<file path="config.mk">
export PLATFORM = sky130hd
export DESIGN_NAME = recs80_ir_frame_decoder_top
export DESIGN_NICKNAME = d
export VERILOG_FILES = /design/src/rtl/rifd_pkg.sv /design/src/rtl/rifd_front.sv /design/src/rtl/rifd_queue.sv /design/src/rtl/rifd_back.sv /design/src/rtl/recs80_ir_frame_decoder_top.sv
export SDC_FILE = /design/constraint.sdc
export NUM_CORES = 1
export LEC_CHECK = 0
export CAP_MARGIN = 20
export CORE_MARGIN = 2
export CORE_UTILIZATION = 35
export CTS_CLUSTER_SIZE = 40
export DETAILED_ROUTE_END_ITERATION = 16
export DONT_BUFFER_PORTS = 1
export GPL_TIMING_DRIVEN = 1
export PLACE_DENSITY = 0.57
export SLEW_MARGIN = 10
export SYNTH_ARGS = -nofsm -noshare
export SYNTH_HDL_FRONTEND = slang
export SYNTH_SLANG_ARGS = --single-unit
</file>
<file path="constraint.sdc">
create_clock -name clk -period 8.3 [get_ports clk]
set_clock_uncertainty 0.2 [all_clocks]
set_input_delay 1.66 -clock clk [delete_from_list [all_inputs] [get_ports clk]]
set_output_delay 1.66 -clock clk [all_outputs]
set_load 0.02 [all_outputs]
</file>
<file path="src/rtl/rifd_pkg.sv">
// ---------------------------------------------------------------------------
// RECS80 decoder package
// Widths, protocol constants and the payload types shared by all modules.
// ---------------------------------------------------------------------------
package rifd_pkg;

	localparam int DURATION_W = 16;
	localparam int UNIT_W     = 10;
	localparam int TOL_W      = 7;
	localparam int CFG_DATA_W = 10;
	localparam int CFG_IDX_W  = 1;
	localparam int BITS_W     = 11;
	localparam int POS_W      = 5;
	localparam int DEVICE_W   = 3;
	localparam int FUNC_W     = 6;
	localparam int UNITS_W    = 6;
	localparam int FAC_W      = 8;
	localparam int NOM_W      = UNIT_W + UNITS_W;
	localparam int THR_W      = NOM_W + FAC_W;
	localparam int THR_N      = 6;
	localparam int THR_IDX_W  = 3;
	localparam int D100_W     = DURATION_W + 7;
	localparam int CMP_W      = ((D100_W > THR_W) ? D100_W : THR_W) + 1;
	localparam int QUEUE_DEPTH = 4;

	localparam logic [UNIT_W-1:0] UNIT_TIME_RESET = 10'd158;
	localparam logic [TOL_W-1:0]  TOL_RESET       = 7'd30;
	localparam logic [TOL_W-1:0]  TOL_MAX         = 7'd100;
	localparam logic [FAC_W-1:0]  PCT             = 8'd100;

	localparam logic [UNITS_W-1:0] MARK_UNITS = 6'd1;
	localparam logic [UNITS_W-1:0] ZERO_UNITS = 6'd31;
	localparam logic [UNITS_W-1:0] ONE_UNITS  = 6'd47;

	localparam logic [POS_W-1:0] START_POS    = 5'd1;
	localparam logic [POS_W-1:0] LAST_BIT_POS = 5'd21;
	localparam logic [POS_W-1:0] STOP_POS     = 5'd22;
	localparam logic [POS_W-1:0] FRAME_LEN    = 5'd24;

	typedef enum logic [CFG_IDX_W-1:0] {
		REG_UNIT_TIME = 1'b0,
		REG_TOLERANCE = 1'b1
	} cfg_reg_t;

	typedef struct packed {
		logic [DURATION_W-1:0] duration;
		logic                  frame_end;
	} in_req_t;

	typedef struct packed {
		logic                frame_valid;
		logic [DEVICE_W-1:0] device;
		logic [FUNC_W-1:0]   function_code;
		logic                toggle;
	} out_res_t;

	// classified duration: which nominal lengths it matches
	typedef struct packed {
		logic m_mark;
		logic m_zero;
		logic m_one;
		logic frame_end;
	} cls_t;

endpackage

</file>
<file path="src/rtl/rifd_front.sv">
// ---------------------------------------------------------------------------
// RECS80 decoder front end
// Config registers, threshold sequencer and duration classifier.
// ---------------------------------------------------------------------------
module rifd_front (
	input  logic                          clk,
	input  logic                          arst_n,
	input  logic                          cfg_valid,
	output logic                          cfg_ready,
	input  logic [rifd_pkg::CFG_IDX_W-1:0]  cfg_index,
	input  logic [rifd_pkg::CFG_DATA_W-1:0] cfg_data,
	input  logic                          in_valid,
	output logic                          in_stall,
	input  rifd_pkg::in_req_t             in_data,
	output logic                          push,
	output rifd_pkg::cls_t                push_data,
	input  logic                          q_full
);

	localparam int STEPS = 2 * rifd_pkg::THR_N;
	localparam int STEP_W = rifd_pkg::THR_IDX_W + 1;
	// threshold slots: low/high bound per nominal length
	localparam int THR_MARK_LO = 0;
	localparam int THR_MARK_HI = 1;
	localparam int THR_ZERO_LO = 2;
	localparam int THR_ZERO_HI = 3;
	localparam int THR_ONE_LO  = 4;
	localparam int THR_ONE_HI  = 5;

	logic [rifd_pkg::UNIT_W-1:0]  unit_time_q;
	logic [rifd_pkg::TOL_W-1:0]   tol_q;
	logic                         busy_q;
	logic [STEP_W-1:0]            step_q;
	logic [rifd_pkg::NOM_W-1:0]   nom_q;
	logic [rifd_pkg::FAC_W-1:0]   fac_q;
	logic [rifd_pkg::THR_W-1:0]   thr_q [rifd_pkg::THR_N];
	logic [rifd_pkg::TOL_W-1:0]   tol_sat;
	logic [rifd_pkg::THR_IDX_W-1:0] thr_idx;
	logic [rifd_pkg::UNITS_W-1:0] units;
	logic                         cfg_wr;
	logic                         accept;
	logic                         s1_valid_q;
	logic [rifd_pkg::D100_W-1:0]  d100_s1;
	logic                         last_s1;

	function automatic logic in_window(
		input logic [rifd_pkg::D100_W-1:0] d100,
		input logic [rifd_pkg::THR_W-1:0]  lo,
		input logic [rifd_pkg::THR_W-1:0]  hi
	);
		logic [rifd_pkg::CMP_W-1:0] dx;
		dx = rifd_pkg::CMP_W'(d100);
		// d >= floor(lo/100)  <=>  100d + 99 >= lo ; d <= floor(hi/100) <=> 100d <= hi
		return ((dx + rifd_pkg::CMP_W'(rifd_pkg::PCT - 8'd1)) >= rifd_pkg::CMP_W'(lo)) &&
			(dx <= rifd_pkg::CMP_W'(hi));
	endfunction

	assign cfg_ready = 1'b1;
	assign cfg_wr    = cfg_valid && cfg_ready;

	always_ff @(posedge clk or negedge arst_n) begin
		if (!arst_n) begin
			unit_time_q <= rifd_pkg::UNIT_TIME_RESET;
			tol_q       <= rifd_pkg::TOL_RESET;
		end else if (cfg_wr) begin
			unique case (rifd_pkg::cfg_reg_t'(cfg_index))
				rifd_pkg::REG_UNIT_TIME: unit_time_q <= cfg_data;
				rifd_pkg::REG_TOLERANCE: tol_q <= cfg_data[rifd_pkg::TOL_W-1:0];
				default: ;
			endcase
		end
	end

	// threshold sequencer: even step forms nominal and factor, odd step multiplies
	assign tol_sat = (tol_q > rifd_pkg::TOL_MAX) ? rifd_pkg::TOL_MAX : tol_q;
	assign thr_idx = step_q[STEP_W-1:1];

	always_comb begin
		unique case (thr_idx[rifd_pkg::THR_IDX_W-1:1])
			2'd0:    units = rifd_pkg::MARK_UNITS;
			2'd1:    units = rifd_pkg::ZERO_UNITS;
			2'd2:    units = rifd_pkg::ONE_UNITS;
			default: units = rifd_pkg::MARK_UNITS;
		endcase
	end

	always_ff @(posedge clk or negedge arst_n) begin
		if (!arst_n) begin
			busy_q <= 1'b1;
			step_q <= '0;
		end else if (cfg_wr) begin
			busy_q <= 1'b1;
			step_q <= '0;
		end else if (busy_q) begin
			if (step_q == STEP_W'(STEPS - 1)) begin
				busy_q <= 1'b0;
				step_q <= '0;
			end else begin
				step_q <= step_q + 1'b1;
			end
		end
	end

	always_ff @(posedge clk) begin
		if (busy_q && !cfg_wr) begin
			if (!step_q[0]) begin
				nom_q <= rifd_pkg::NOM_W'(unit_time_q) * rifd_pkg::NOM_W'(units);
				fac_q <= thr_idx[0] ? (rifd_pkg::PCT + rifd_pkg::FAC_W'(tol_sat))
					: (rifd_pkg::PCT - rifd_pkg::FAC_W'(tol_sat));
			end else begin
				thr_q[thr_idx] <= rifd_pkg::THR_W'(nom_q) * rifd_pkg::THR_W'(fac_q);
			end
		end
	end

	// classifier: stage 1 holds 100*d, compare happens on the way into the queue
	assign in_stall = busy_q || (s1_valid_q && q_full);
	assign accept   = in_valid && !in_stall;
	assign push     = s1_valid_q && !q_full;

	always_ff @(posedge clk or negedge arst_n) begin
		if (!arst_n) begin
			s1_valid_q <= 1'b0;
		end else if (accept) begin
			s1_valid_q <= 1'b1;
		end else if (push) begin
			s1_valid_q <= 1'b0;
		end
	end

	always_ff @(posedge clk) begin
		if (accept) begin
			d100_s1 <= rifd_pkg::D100_W'({in_data.duration, 6'b0})
				+ rifd_pkg::D100_W'({in_data.duration, 5'b0})
				+ rifd_pkg::D100_W'({in_data.duration, 2'b0});
			last_s1 <= in_data.frame_end;
		end
	end

	always_comb begin
		push_data.m_mark    = in_window(d100_s1, thr_q[THR_MARK_LO], thr_q[THR_MARK_HI]);
		push_data.m_zero    = in_window(d100_s1, thr_q[THR_ZERO_LO], thr_q[THR_ZERO_HI]);
		push_data.m_one     = in_window(d100_s1, thr_q[THR_ONE_LO], thr_q[THR_ONE_HI]);
		push_data.frame_end = last_s1;
	end

endmodule

</file>
<file path="src/rtl/rifd_queue.sv">
// ---------------------------------------------------------------------------
// RECS80 decoder queue
// Small FIFO of classified durations between front and back.
// ---------------------------------------------------------------------------
module rifd_queue #(
	parameter int DEPTH = rifd_pkg::QUEUE_DEPTH
) (
	input  logic           clk,
	input  logic           arst_n,
	input  logic           push,
	input  rifd_pkg::cls_t push_data,
	output logic           full,
	input  logic           pop,
	output rifd_pkg::cls_t pop_data,
	output logic           not_empty
);

	localparam int PTR_W = (DEPTH > 1) ? $clog2(DEPTH) : 1;
	localparam int CNT_W = $clog2(DEPTH + 1);

	rifd_pkg::cls_t   mem_q [DEPTH];
	logic [PTR_W-1:0] wr_ptr_q;
	logic [PTR_W-1:0] rd_ptr_q;
	logic [CNT_W-1:0] count_q;

	function automatic logic [PTR_W-1:0] ptr_next(input logic [PTR_W-1:0] p);
		return (p == PTR_W'(DEPTH - 1)) ? '0 : p + 1'b1;
	endfunction

	assign full      = (count_q == CNT_W'(DEPTH));
	assign not_empty = (count_q != '0);
	assign pop_data  = mem_q[rd_ptr_q];

	always_ff @(posedge clk or negedge arst_n) begin
		if (!arst_n) begin
			wr_ptr_q <= '0;
			rd_ptr_q <= '0;
			count_q  <= '0;
		end else begin
			if (push) begin
				wr_ptr_q <= ptr_next(wr_ptr_q);
			end
			if (pop) begin
				rd_ptr_q <= ptr_next(rd_ptr_q);
			end
			if (push && !pop) begin
				count_q <= count_q + 1'b1;
			end else if (pop && !push) begin
				count_q <= count_q - 1'b1;
			end
		end
	end

	always_ff @(posedge clk) begin
		if (push) begin
			mem_q[wr_ptr_q] <= push_data;
		end
	end

endmodule

</file>
<file path="src/rtl/rifd_back.sv">
// ---------------------------------------------------------------------------
// RECS80 decoder back end
// Frame state, bit assembly and the result register.
// ---------------------------------------------------------------------------
module rifd_back (
	input  logic               clk,
	input  logic               arst_n,
	input  logic               not_empty,
	input  rifd_pkg::cls_t     pop_data,
	output logic               pop,
	output logic               out_valid,
	input  logic               out_stall,
	output rifd_pkg::out_res_t out_data
);

	logic [rifd_pkg::POS_W-1:0]  pos_q,  pos_n;
	logic                        mark_q, mark_n;
	logic [rifd_pkg::BITS_W-1:0] bits_q, bits_n;
	logic                        err_q,  err_n;
	logic                        ovf_q,  ovf_n;
	logic                        ok;
	logic                        can_out;
	logic                        out_valid_q;
	rifd_pkg::out_res_t          out_data_q;

	assign can_out = !out_valid_q || !out_stall;
	assign pop     = not_empty && (!pop_data.frame_end || can_out);

	always_comb begin
		pos_n  = pos_q;
		mark_n = mark_q;
		bits_n = bits_q;
		err_n  = err_q;
		ovf_n  = ovf_q;
		if (pos_q >= rifd_pkg::FRAME_LEN) begin
			ovf_n = 1'b1;
		end else begin
			priority if (pos_q < rifd_pkg::STOP_POS && !pos_q[0]) begin
				mark_n = pop_data.m_mark;
			end else if (pos_q <= rifd_pkg::LAST_BIT_POS) begin
				// the one-length test wins when a space fits both
				if (!mark_q || !(pop_data.m_one || pop_data.m_zero) ||
					(pos_q == rifd_pkg::START_POS && !pop_data.m_one)) begin
					err_n = 1'b1;
				end else begin
					bits_n = {bits_q[rifd_pkg::BITS_W-2:0], pop_data.m_one};
				end
			end else if (pos_q == rifd_pkg::STOP_POS) begin
				if (!pop_data.m_mark) begin
					err_n = 1'b1;
				end
			end else begin
				// trailing duration is ignored
			end
			pos_n = pos_q + 1'b1;
		end
	end

	assign ok = !err_n && !ovf_n && (pos_n == rifd_pkg::FRAME_LEN);

	always_ff @(posedge clk or negedge arst_n) begin
		if (!arst_n) begin
			pos_q  <= '0;
			mark_q <= 1'b0;
			bits_q <= '0;
			err_q  <= 1'b0;
			ovf_q  <= 1'b0;
		end else if (pop) begin
			if (pop_data.frame_end) begin
				pos_q  <= '0;
				mark_q <= 1'b0;
				bits_q <= '0;
				err_q  <= 1'b0;
				ovf_q  <= 1'b0;
			end else begin
				pos_q  <= pos_n;
				mark_q <= mark_n;
				bits_q <= bits_n;
				err_q  <= err_n;
				ovf_q  <= ovf_n;
			end
		end
	end

	always_ff @(posedge clk or negedge arst_n) begin
		if (!arst_n) begin
			out_valid_q <= 1'b0;
		end else if (pop && pop_data.frame_end) begin
			out_valid_q <= 1'b1;
		end else if (!out_stall) begin
			out_valid_q <= 1'b0;
		end
	end

	always_ff @(posedge clk) begin
		if (pop && pop_data.frame_end) begin
			out_data_q.frame_valid   <= ok;
			out_data_q.device        <= ok ? bits_n[8:6] : '0;
			out_data_q.function_code <= ok ? bits_n[5:0] : '0;
			out_data_q.toggle        <= ok ? bits_n[9] : 1'b0;
		end
	end

	assign out_valid = out_valid_q;
	assign out_data  = out_data_q;

endmodule

</file>
<file path="src/rtl/recs80_ir_frame_decoder_top.sv">
// ---------------------------------------------------------------------------
// RECS80 infrared frame decoder, top level
// Classifies mark/space durations and assembles 11-bit RECS80 frames.
// ---------------------------------------------------------------------------
// Usage:
//  - in channel: one duration request per in_valid/!in_stall edge, frame_end
//    set on the last duration of a capture.
//  - out channel: one result per frame_end request, held while out_stall.
//  - cfg channel: cfg_index 0 = unit_time, 1 = tolerance_pct; cfg_ready is
//    always high. Write only while no request is in flight.
//  - Throughput: one duration per cycle while in_stall is low. A result
//    reaches out_valid through the stage-1 register, the queue and the
//    result register. The threshold sequencer takes two steps per bound
//    (six bounds, one shared 16x8 multiplier) after reset and after every
//    config write; in_stall is high for that time.
//  - Reset restores unit_time 158 and tolerance 30, clears frame state and
//    the queue, and starts the threshold sequence.
//  - When out_stall holds a result, later durations still flow into the
//    queue; in_stall rises only once the queue is full and a further
//    frame_end reaches the back end.
// ---------------------------------------------------------------------------
module recs80_ir_frame_decoder_top #(
	parameter int QUEUE_DEPTH = rifd_pkg::QUEUE_DEPTH
) (
	input  logic                            clk,
	input  logic                            arst_n,
	// duration requests
	input  logic                            in_valid,
	output logic                            in_stall,
	input  rifd_pkg::in_req_t               in_data,
	// frame results
	output logic                            out_valid,
	input  logic                            out_stall,
	output rifd_pkg::out_res_t              out_data,
	// register writes
	input  logic                            cfg_valid,
	output logic                            cfg_ready,
	input  logic [rifd_pkg::CFG_IDX_W-1:0]  cfg_index,
	input  logic [rifd_pkg::CFG_DATA_W-1:0] cfg_data
);

	// front -> queue
	logic           push;
	rifd_pkg::cls_t push_data;
	logic           q_full;
	// queue -> back
	logic           pop;
	rifd_pkg::cls_t pop_data;
	logic           q_not_empty;

	// front end: config, thresholds, classification of each duration
	rifd_front u_front (
		.clk       (clk),
		.arst_n    (arst_n),
		.cfg_valid (cfg_valid),
		.cfg_ready (cfg_ready),
		.cfg_index (cfg_index),
		.cfg_data  (cfg_data),
		.in_valid  (in_valid),
		.in_stall  (in_stall),
		.in_data   (in_data),
		.push      (push),
		.push_data (push_data),
		.q_full    (q_full)
	);

	// decouples classification from frame assembly
	rifd_queue #(
		.DEPTH (QUEUE_DEPTH)
	) u_queue (
		.clk       (clk),
		.arst_n    (arst_n),
		.push      (push),
		.push_data (push_data),
		.full      (q_full),
		.pop       (pop),
		.pop_data  (pop_data),
		.not_empty (q_not_empty)
	);

	// back end: position tracking, bit shift, result register
	rifd_back u_back (
		.clk       (clk),
		.arst_n    (arst_n),
		.not_empty (q_not_empty),
		.pop_data  (pop_data),
		.pop       (pop),
		.out_valid (out_valid),
		.out_stall (out_stall),
		.out_data  (out_data)
	);

endmodule

</file>
==> results of run 1 <==
-- report_power, final --
part	internal (W)	switching [W]	total (W)
Sequential	0.00245	0.000178	0.00263
Clock	0.000787	0.000551	0.00134
Combinational	0.00142	0.00255	0.00397
Total	0.00466	0.00328	0.00794
-- worst reg2reg max path, cell delays in order, from the launching register on --
cell	delay, ns
edfxtp_1	0.61
nand2_1	0.15
fa_1	0.54
fa_1	0.57
inv_1	0.06
fa_1	0.54
inv_1	0.06
fa_1	0.53
inv_1	0.04
ha_1	0.32
or4_1	0.54
o211ai_1	0.14
a211oi_1	0.12
o21ai_1	0.38
o22ai_1	0.16
a211oi_1	0.54
-- state kept, by name, summed over array words and instances (netlist names), 7 cells and up --
name and flops:
u_front.fac_q 8, u_back.bits_q 10, u_front.tol_q 7, u_front.thr_q 142, u_front.unit_time_q 10, u_queue.mem_q 16, u_back.out_data 11, u_front.nom_q 16
u_front.d100_s1 21
-- cell families after synthesis --
| group | after synthesis |
|---|---|
| compound gates | 275 |
| xor+xnor | 58 |
| fa+ha+maj | 367 |
| buf+inv | 331 |
| flops | 264 |
| mux | 42 |
| other cells | 1 |
| simple gates | 452 |
-- cell usage after synthesis (3+ instances only) --
cell type,instances
inv_1,297
ha_1,236
edfxtp_1,215
fa_1,131
and2_1,126
nand2_1,106
a21oi_1,80
nor2_1,69
o21ai_0,48
xnor2_1,40
dfrtp_1,39
a21o_1,36
nand3_1,33
clkbuf_1,27
nor3_1,22
mux2_2,21
nand4_1,20
xor2_1,18
mux2i_1,17
nor2b_1,17
o21a_1,15
a211oi_1,14
and3_1,13
a31oi_1,12
a22o_1,10
dfstp_2,10
nor2_2,9
o211ai_1,8
and4_1,7
nand2b_1,7
nor4_1,6
a211o_1,4
a31o_2,4
mux4_2,4
o22ai_1,4
o31ai_1,4
a311oi_1,3
a41oi_1,3
nor3b_1,3
or2_2,3
-- layout by cell type, fill, tap and decap left out, drive strengths merged, types with 8 or more instances in the layout --
master	netlist	routed
inv	297	299
ha	236	236
edfxtp	215	215
fa	131	131
and2	126	126
nand2	106	106
a21oi	80	80
nor2	78	78
o21ai	50	50
xnor2	40	40
dfrtp	39	39
clkbuf	27	37
a21o	36	36
nand3	33	33
nor3	22	22
mux2	21	21
nand4	20	20
xor2	18	18
nor2b	17	17
mux2i	17	17
o21a	15	15
a211oi	14	14
and3	13	13
a31oi	13	13
a22o	10	10
dfstp	10	10
buf	7	9
clkinv	0	9
o211ai	8	8
-- layer usage --
| layer | track usage | vias up | share of wire |
|---|---|---|---|
| met1 | 0.191 | 6139 | 0.47 |
| met2 | 0.247 | 150 | 0.48 |
| met4 | 0.0413 | 0 | 0.025 |
| met3 | 0.0169 | 62 | 0.029 |
| met5 | 0 | - | 0 |
| li1 | - | 6152 | - |
-- layout make-up --
type | instances | share of cell area
antenna | 1 | 0.000116
clock buffer | 37 | 0.0374
clock inverter | 20 | 0.00915
inverter | 297 | 0.0516
multi-input combinational | 1195 | 0.499
sequential | 264 | 0.356
tap | 756 | 0.0438
timing repair buffer | 9 | 0.00313
-- through the flow --
step / setup slack, ns / instance area (µm²) / hold WS (ns) / util / std cells
3_3_place_gp: 2.61 / 20600 / 0.282 / 0.368 / 2521
5_1_grt: 2.15 / 21600 / 0.325 / 0.386 / 2579
3_5_place_dp: 2.48 / 20600 / 0.285 / 0.368 / 2521
6_report: 2.53 / 21600 / 0.298 / 0.386 / 2579
2_1_floorplan: 3.07 / 19700 / 0.259 / - / 1790
4_1_cts: 2.47 / 21600 / 0.299 / 0.386 / 2578
-- final timing paths --
kind                                                  from                            endpoint  slack, ns
worst min-delay path             u_back.mark_q$_DFFE_PN0P_           u_back.mark_q$_DFFE_PN0P_       0.30
worst max-delay path            u_front.fac_q[7]$_DFFE_PP_      u_front.thr_q[0][22]$_DFFE_PP_       2.53
min in group asynchronous                           arst_n  u_front.unit_time_q[0]$_DFFE_PN0P_       0.58
max in group asynchronous                           arst_n            u_front.busy_q$_DFF_PN1_       7.13
worst max register to register  u_front.fac_q[7]$_DFFE_PP_      u_front.thr_q[0][22]$_DFFE_PP_       2.53
worst min register to register   u_back.mark_q$_DFFE_PN0P_           u_back.mark_q$_DFFE_PN0P_       0.30
==> impl_metrics.env, run 1 <==
export IMPL_status="finished clean"
export IMPL_antenna_found_initial=1
export IMPL_htree_levels=1
export IMPL_grt_max_degree=50
export IMPL_via_count=12500
export IMPL_yosysWarnings=0
export IMPL_slowest_delay_ns=0.61
export IMPL_cts_setup_buffers=0
export IMPL_coreArea_um2=56100
export IMPL_synthSimpleGateAreaFrac=0.120
export IMPL_fin_crit_sh=0.695
export IMPL_route_detailed_drc=0
export IMPL_synth_seq_cells=264
export IMPL_syn_cell_area_um2=19700
export IMPL_cts_buffer_depth=3
export IMPL_worstPathArrival_ns=5.85
export IMPL_syn_nets=2190
export IMPL_slew_headroom=0.417
export IMPL_cp_slowest_cell="edfxtp_1"
export IMPL_numCtsBuffers=31
export IMPL_yosysTopAreaCellShare=0.327
export IMPL_fmax_mhz=173
export IMPL_dr_first_iter_drc_count=557
export IMPL_min_period_ns=5.77
export IMPL_cts_clk_slew_worst_paths_ns=0.06
export IMPL_root_buffer="clkbuf_16"
export IMPL_synth_xor_area_frac=0.0257
export IMPL_cp_start_kind="flip-flop"
export IMPL_synthMuxAreaShare=0.0252
export IMPL_drv_slew=0
export IMPL_io_buffers=0
export IMPL_reg2reg_depth=15
export IMPL_area_delta_synth_final_pct=9.57
export IMPL_hold_violations=0
export IMPL_ys_seq_area_frac=0.390
export IMPL_dieWidth_um=241
export IMPL_rows=87
export IMPL_end_kind="flip-flop"
export IMPL_die_area_um2=58300
export IMPL_crit_cells=15
export IMPL_clock_sinks=264
export IMPL_syn_inst=1790
export IMPL_hold_buffers=0
export IMPL_cpLargestDelayFamily="adder cells"
export IMPL_synth_compound_area_frac=0.0919
export IMPL_cts_tree="built"
export IMPL_drv_cap=0
export IMPL_timing_critical_path_mode_cell="fa_1"
export IMPL_synth_edff_count=215
export IMPL_ir_drop_mv=0.315
export IMPL_total_power_w=0.00794
export IMPL_synth_main_ff_cell="edfxtp_1"
export IMPL_holdPathStages=1
export IMPL_worst_pin_slew_ns=0.873
export IMPL_multiInputGateArea_um2=10800
export IMPL_cp_required_ns=8.38
export IMPL_firstDrtPassIters=5
export IMPL_start_util=0.352
export IMPL_async_flop_share=0.186
export IMPL_die_height_um=241
export IMPL_viasPerCell=4.85
export IMPL_hold_class="reg -> reg"
export IMPL_place_congestion=0.813
export IMPL_clock_latency_ns=0.59
export IMPL_fin_nets=2198
export IMPL_grt_first_pass_wirelength_mm=66.9
export IMPL_fillers=5373
export IMPL_rsz0062_at_grt="no"
export IMPL_yosys_area_top_type="edfxtp_1"
export IMPL_routed_wl_mm=40.9
export IMPL_synthTopCellsByArea="edfxtp_1 (33%), ha_1 (15%), fa_1 (13%)"
export IMPL_synth_top_family_by_area="adder cells"
export IMPL_crit_fanout=16
export IMPL_p_leak_nw=9.64
export IMPL_syn_avg_cell_area_um2=11.0
export IMPL_critPathKind="reg -> reg"
export IMPL_first_global_vias=13000
export IMPL_postCtsResizedCells=0
export IMPL_wl_per_cell_um=15.9
export IMPL_power_density_nw_per_um2=367
export IMPL_gr_total_overflow=0
export IMPL_synthAdderAreaFrac=0.283
export IMPL_io_pins=47
export IMPL_ys_types=75
export IMPL_hpwl_mm=32.2
export IMPL_antenna_left=0
export IMPL_final_layout_size_suffix_gt1_frac=0.0653
export IMPL_finalSetupViolations=0
export IMPL_grt_usage=0.144
export IMPL_setup_tns_final_ns=0
export IMPL_path_cells="nand2_1 > fa_1 > fa_1 > inv_1 > fa_1 > inv_1 > fa_1 > inv_1 > ha_1 > or4_1 > o211ai_1 > a211oi_1 > o21ai_1 > o22ai_1 > a211oi_1"
export IMPL_seq_area_um2=7690
export IMPL_crit_buf_inv=3
Note: power is estimated with default switching activity, not from simulation.
==> run 2: changes to the inputs <==
==> constraint.sdc (replaced) <==
create_clock -name clk -period 5.65 [get_ports clk]
set_clock_uncertainty 0.2 [all_clocks]
set_input_delay 1.13 -clock clk [delete_from_list [all_inputs] [get_ports clk]]
set_output_delay 1.13 -clock clk [all_outputs]
set_load 0.02 [all_outputs]
==> run 2 against run 1 <==
Against the previous run:
- final area is 0.68% higher
- cell count grew 0.50%
- global-route usage up 0.40 points
- critical path depth up 2
- non-clock buffer count up 14
- sequential share of layout area decreased by 0.24 points
- worst hold slack worse by 0.25 ns
- wire length up 3.7%
- via count is 2.1% higher
- first-iteration DRC count grew 20%
- clock power rose by 49%
- critical endpoint unchanged
- largest power group unchanged
- highest routed layer unchanged
==> impl_metrics.env, run 2 (synthesized netlist as in run 1, its figures left out) <==
export IMPL_die_height_um=241
export IMPL_hpwl_mm=33.2
export IMPL_worst_pin_slew_ns=0.900
export IMPL_fin_crit_sh=0.955
export IMPL_diodes=0
export IMPL_grt_max_degree=50
export IMPL_gr_total_overflow=0
export IMPL_reg2reg_depth=17
export IMPL_antenna_found_initial=0
export IMPL_die_area_um2=58300
export IMPL_start_util=0.352
export IMPL_first_global_vias=13200
export IMPL_htree_levels=1
export IMPL_clock_sinks=264
export IMPL_fmax_mhz=185
export IMPL_power_density_nw_per_um2=556
export IMPL_drv_slew=0
export IMPL_reg2reg_slack_ns=0.25
export IMPL_p_leak_nw=9.74
export IMPL_hold_class="in -> async"
export IMPL_largest_registers="u_front.thr_q (142), u_front.d100_s1 (21)"
export IMPL_root_buffer="clkbuf_16"
export IMPL_drv_cap=0
export IMPL_ir_drop_mv=0.654
export IMPL_dieWidth_um=241
export IMPL_finalSetupViolations=0
export IMPL_r2r_end="u_front.thr_q[0][22]$_DFFE_PP_"
export IMPL_cts_buffer_depth=3
export IMPL_cts_clk_slew_worst_paths_ns=0.06
export IMPL_numCtsBuffers=31
export IMPL_cp_startpoint="u_front.fac_q[3]$_DFFE_PP_"
export IMPL_io_buffers=0
export IMPL_dpl_instance_area_um2=20700
export IMPL_min_period_ns=5.40
export IMPL_slew_headroom=0.384
export IMPL_hold_violations=0
export IMPL_final_common_cell="inv_1"
export IMPL_end_kind="flip-flop"
export IMPL_r2r_start="u_front.fac_q[3]$_DFFE_PP_"
export IMPL_viasPerCell=4.92
export IMPL_critPathKind="reg -> reg"
export IMPL_grt_first_pass_wirelength_mm=68.6
export IMPL_layout_common_cells="inv_1 (297), ha_1 (236), edfxtp_1 (215)"
export IMPL_antenna_left=0
export IMPL_area_delta_synth_final_pct=10.3
export IMPL_coreArea_um2=56100
export IMPL_total_power_w=0.0121
export IMPL_clock_latency_ns=0.58
export IMPL_setup_tns_final_ns=0
export IMPL_largest_register_ffs=142
export IMPL_largest_register="u_front.thr_q"
export IMPL_firstDrtPassIters=4
export IMPL_io_pins=47
export IMPL_place_congestion=0.844
export IMPL_wl_per_cell_um=16.4
export IMPL_cp_start_kind="flip-flop"
export IMPL_hold_buffers=0
export IMPL_dr_first_iter_drc_count=668
export IMPL_rows=87
export IMPL_setup_ws_ns=0.253
export IMPL_fin_nets=2212
export IMPL_crit_fanout=16
export IMPL_grt_usage=0.148
export IMPL_via_count=12800
export IMPL_cts_tree="built"
export IMPL_rsz0062_at_grt="no"
export IMPL_utilization=0.388
export IMPL_status="finished clean"
export IMPL_route_detailed_drc=0
export IMPL_routed_wl_mm=42.4
export IMPL_pre_cts_ws_ns=0.117
export IMPL_cp_required_ns=5.88
export IMPL_final_layout_size_suffix_gt1_frac=0.0752
export IMPL_final_area_um2=21800
export IMPL_worstPathArrival_ns=5.63
run 2: critical path, stage by stage, from the launching register on:
cell and delay (ns):
edfxtp_1 0.65, nand2_1 0.14, fa_1 0.52, fa_1 0.51, inv_1 0.06, fa_1 0.53
inv_1 0.05, fa_1 0.52, inv_1 0.04, ha_1 0.34, or4_1 0.57, o211ai_1 0.17
a211oi_2 0.10, o21ai_1 0.20, buf_4 0.16, o22ai_1 0.08, a211oi_1 0.22, buf_4 0.18
run 2: where the power goes:
part	leakage (nW)	total [W]	internal [W]	switching [W]
registers	2.57	0.00384	0.00359	0.000246
logic	6.67	0.00626	0.00229	0.00397
clock network	0.497	0.00200	0.00119	0.000807
run 2: worst max path at each step:
stage / slack, ns / end / depth (start not counted)
2_1_floorplan: 0.42 / u_front.thr_q[0][23]$_DFFE_PP_ / 18
3_3_place_gp: 0.21 / u_front.thr_q[2][23]$_DFFE_PP_ / 16
3_5_place_dp: 0.12 / u_front.thr_q[3][18]$_DFFE_PP_ / 15
4_1_cts: 0.11 / u_front.thr_q[0][20]$_DFFE_PP_ / 16
5_1_grt: 0.008 / u_front.thr_q[1][23]$_DFFE_PP_ / 18
6_report: 0.25 / u_front.thr_q[0][22]$_DFFE_PP_ / 17
run 2: cell type report:
class,instances,area [µm²]
fillers,5345,34300
well taps,756,946
clock buffers,44,855
flip-flops and latches,264,7690
repair buffers,23,173
inverters,297,1110
clock inverters,13,159
multi-input cells,1195,10800
run 2: metrics by stage:
step / std cells / hold slack, ns
finish: 2592 / 0.0435
global route: 2592 / 0.0142
CTS: 2586 / 0.0117
detailed placement: 2529 / 0.292
global placement: 2529 / 0.282
floorplan: 1790 / 0.259
run 2: what timing repair did:
item | 4_1_cts | 5_1_grt
setup endpoints to repair | 0 | 36
gates resized for setup | 0 | 6
setup buffers | 0 | 6
run 2: per-layer routing:
metal | up-vias | wire, µm | part of all wire | GRT usage
li1 | 6199 | - | - | -
met1 | 6343 | 19500 | 0.46 | 0.196
met2 | 162 | 20900 | 0.49 | 0.258
met3 | 60 | 1100 | 0.026 | 0.0161
met4 | 0 | 973 | 0.023 | 0.0383
met5 | - | 0 | 0 | 0
==> run 3: changes to the inputs <==
--- a/config.mk
+++ b/config.mk
@@ -5,6 +5,7 @@
 export SDC_FILE = /design/constraint.sdc
 export NUM_CORES = 1
 export LEC_CHECK = 0
+export ABC_AREA = 1
 export CAP_MARGIN = 20
 export CORE_MARGIN = 2
 export CORE_UTILIZATION = 35
==> run 3 against run 2 <==
Against the previous run:
- die area up 4.0%
- cell count up 19%
- wire length up 13%
- sequential share of layout area down 1.1 points
- non-clock buffer count grew 4
- via count up 15%
- synthesized cell count rose by 28%
- setup slack gained 0.11 ns
- synthesized area grew 4.1%
- critical path depth is 1 lower
==> impl_metrics.env, run 3 <==
export IMPL_cts_buffer_depth=3
export IMPL_syn_nets=2695
export IMPL_min_period_ns=5.28
export IMPL_r2r_end="u_front.thr_q[2][14]$_DFFE_PP_"
export IMPL_route_detailed_drc=0
export IMPL_dr_first_iter_drc_count=904
export IMPL_final_common_cell="inv_1"
export IMPL_fin_cells=3092
export IMPL_hold_violations=0
export IMPL_status="finished clean"
export IMPL_worst_pin_slew_ns=0.816
export IMPL_end_kind="flip-flop"
export IMPL_routed_wl_mm=47.8
export IMPL_yosysMostFrequentCell="inv_1"
export IMPL_rows=88
export IMPL_yosysTopAreaCellShare=0.313
export IMPL_synth_seq_cells=263
export IMPL_hpwl_mm=37.7
export IMPL_hold_buffers=0
export IMPL_coreArea_um2=57800
export IMPL_path_cells="nand2_1 > inv_1 > fa_1 > fa_1 > fa_1 > inv_1 > fa_1 > inv_1 > ha_1 > nand2_1 > nor2_1 > nand2_1 > o211ai_1 > nand2_1 > nand2_1 > xor2_1"
export IMPL_postCtsResizedCells=0
export IMPL_ys_seq_area_frac=0.373
export IMPL_synth_main_ff_cell="edfxtp_1"
export IMPL_clock_sinks=263
export IMPL_antenna_found_initial=0
export IMPL_yosys_area_top_type="edfxtp_1"
export IMPL_reg2reg_depth=16
export IMPL_fin_crit_sh=0.935
export IMPL_viasPerCell=4.74
export IMPL_final_area_um2=22400
export IMPL_antenna_left=0
export IMPL_fin_nets=2705
export IMPL_numCtsBuffers=29
export IMPL_r2r_start="u_front.fac_q[2]$_DFFE_PP_"
export IMPL_rsz0062_at_grt="no"
export IMPL_cts_clk_slew_worst_paths_ns=0.06
export IMPL_dieWidth_um=246
export IMPL_drv_slew=0
export IMPL_crit_fanout=16
export IMPL_syn_avg_cell_area_um2=8.95
export IMPL_drv_cap=0
export IMPL_yosysWarnings=0
export IMPL_first_global_vias=15000
export IMPL_cts_tree="built"
export IMPL_synth_edff_count=214
export IMPL_root_buffer="clkbuf_16"
export IMPL_gr_total_overflow=0
export IMPL_io_buffers=0
export IMPL_via_count=14700
export IMPL_die_height_um=246
export IMPL_slowest_delay_ns=0.72
export IMPL_cts_setup_buffers=0
export IMPL_cp_slowest_cell="edfxtp_1"
export IMPL_timing_critical_path_mode_cell="nand2_1"
export IMPL_reg2reg_slack_ns=0.37
export IMPL_async_flop_share=0.186
export IMPL_syn_inst=2295
export IMPL_largest_registers="u_front.thr_q (141), u_front.d100_s1 (21)"
export IMPL_dp_cells=3022
export IMPL_utilization=0.387
export IMPL_critPathKind="reg -> reg"
export IMPL_grt_max_degree=50
export IMPL_syn_cell_area_um2=20500
export IMPL_setup_tns_final_ns=0
export IMPL_place_congestion=0.927
export IMPL_layout_common_cells="inv_1 (532), nand2_1 (517), ha_1 (236)"
export IMPL_hold_class="in -> async"
export IMPL_wl_per_cell_um=15.5
export IMPL_slew_headroom=0.452
export IMPL_clock_latency_ns=0.58
export IMPL_worstPathArrival_ns=5.37
export IMPL_final_layout_size_suffix_gt1_frac=0.0494
export IMPL_synthTopCellsByCount="inv_1 (532), nand2_1 (517), ha_1 (236)"
export IMPL_synthTopCellsByArea="edfxtp_1 (31%), ha_1 (14%), fa_1 (13%)"
export IMPL_dpl_instance_area_um2=21400
export IMPL_cpLargestDelayFamily="adder cells"
export IMPL_die_area_um2=60600
export IMPL_area_delta_synth_final_pct=9.04
export IMPL_cp_start_kind="flip-flop"
export IMPL_start_util=0.355
export IMPL_largest_register_ffs=141
export IMPL_firstDrtPassIters=7
export IMPL_grt_first_pass_wirelength_mm=78.1
export IMPL_finalSetupViolations=0
export IMPL_ys_types=44
export IMPL_crit_buf_inv=3
export IMPL_io_pins=47
export IMPL_grt_usage=0.160
export IMPL_htree_levels=1
export IMPL_cp_required_ns=5.74
export IMPL_fmax_mhz=189
export IMPL_diodes=0
export IMPL_largest_register="u_front.thr_q"
-- run 3: per-stage QoR --
step	worst slack, ns	hold slack [ns]
finish	0.367	0.0398
global route	0.0441	0.0174
CTS	0.293	0.0145
detailed placement	0.344	0.265
global placement	0.305	0.263
floorplan	0.994	0.249
-- run 3: routing by layer --
layer  wire length [µm]  share of wire  vias up  GRT usage
met5                  0              0        -          0
met4                967          0.020        0     0.0403
met3               1500          0.031       60     0.0154
met2              23600           0.49      228      0.282
met1              21700           0.45     7114      0.211
li1                   -              -     7261          -
-- run 3: worst max path at each step --
stage | slack, ns | end | from | depth (start not counted)
2_1_floorplan | 0.99 | u_front.thr_q[0][14]$_DFFE_PP_ | u_front.fac_q[7]$_DFFE_PP_ | 18
3_3_place_gp | 0.30 | u_front.thr_q[5][14]$_DFFE_PP_ | u_front.fac_q[7]$_DFFE_PP_ | 16
3_5_place_dp | 0.34 | u_front.thr_q[1][14]$_DFFE_PP_ | u_front.fac_q[7]$_DFFE_PP_ | 16
4_1_cts | 0.29 | u_front.thr_q[2][14]$_DFFE_PP_ | u_front.fac_q[7]$_DFFE_PP_ | 16
5_1_grt | 0.04 | u_front.thr_q[2][14]$_DFFE_PP_ | u_front.fac_q[2]$_DFFE_PP_ | 16
6_report | 0.37 | u_front.thr_q[2][14]$_DFFE_PP_ | u_front.fac_q[2]$_DFFE_PP_ | 16
-- run 3: cells by family after synthesis --
| group | synth area share |
|---|---|
| AO/OA/AOI/OAI | 0.0640 |
| flip-flops | 0.373 |
| AND/OR/NAND/NOR | 0.156 |
| other | 0.000183 |
| multiplexers | 0.00164 |
| XOR/XNOR | 0.0247 |
| adder cells (fa/ha/maj) | 0.271 |
| buffers and inverters | 0.108 |
-- run 3: layout make-up --
| cell class | instances | area, µm² |
|---|---|---|
| well taps | 765 | 957 |
| fillers | 5709 | 35400 |
| multi-input cells | 1447 | 10700 |
| repair buffers | 27 | 215 |
| flip-flops and latches | 263 | 7660 |
| clock inverters | 12 | 67.6 |
| inverters | 537 | 2020 |
| clock buffers | 41 | 791 |
Power of run 3 is left out: the tool's default activity adds up to more than one toggle a clock period on the data nets, which glitch-free logic cannot reach.
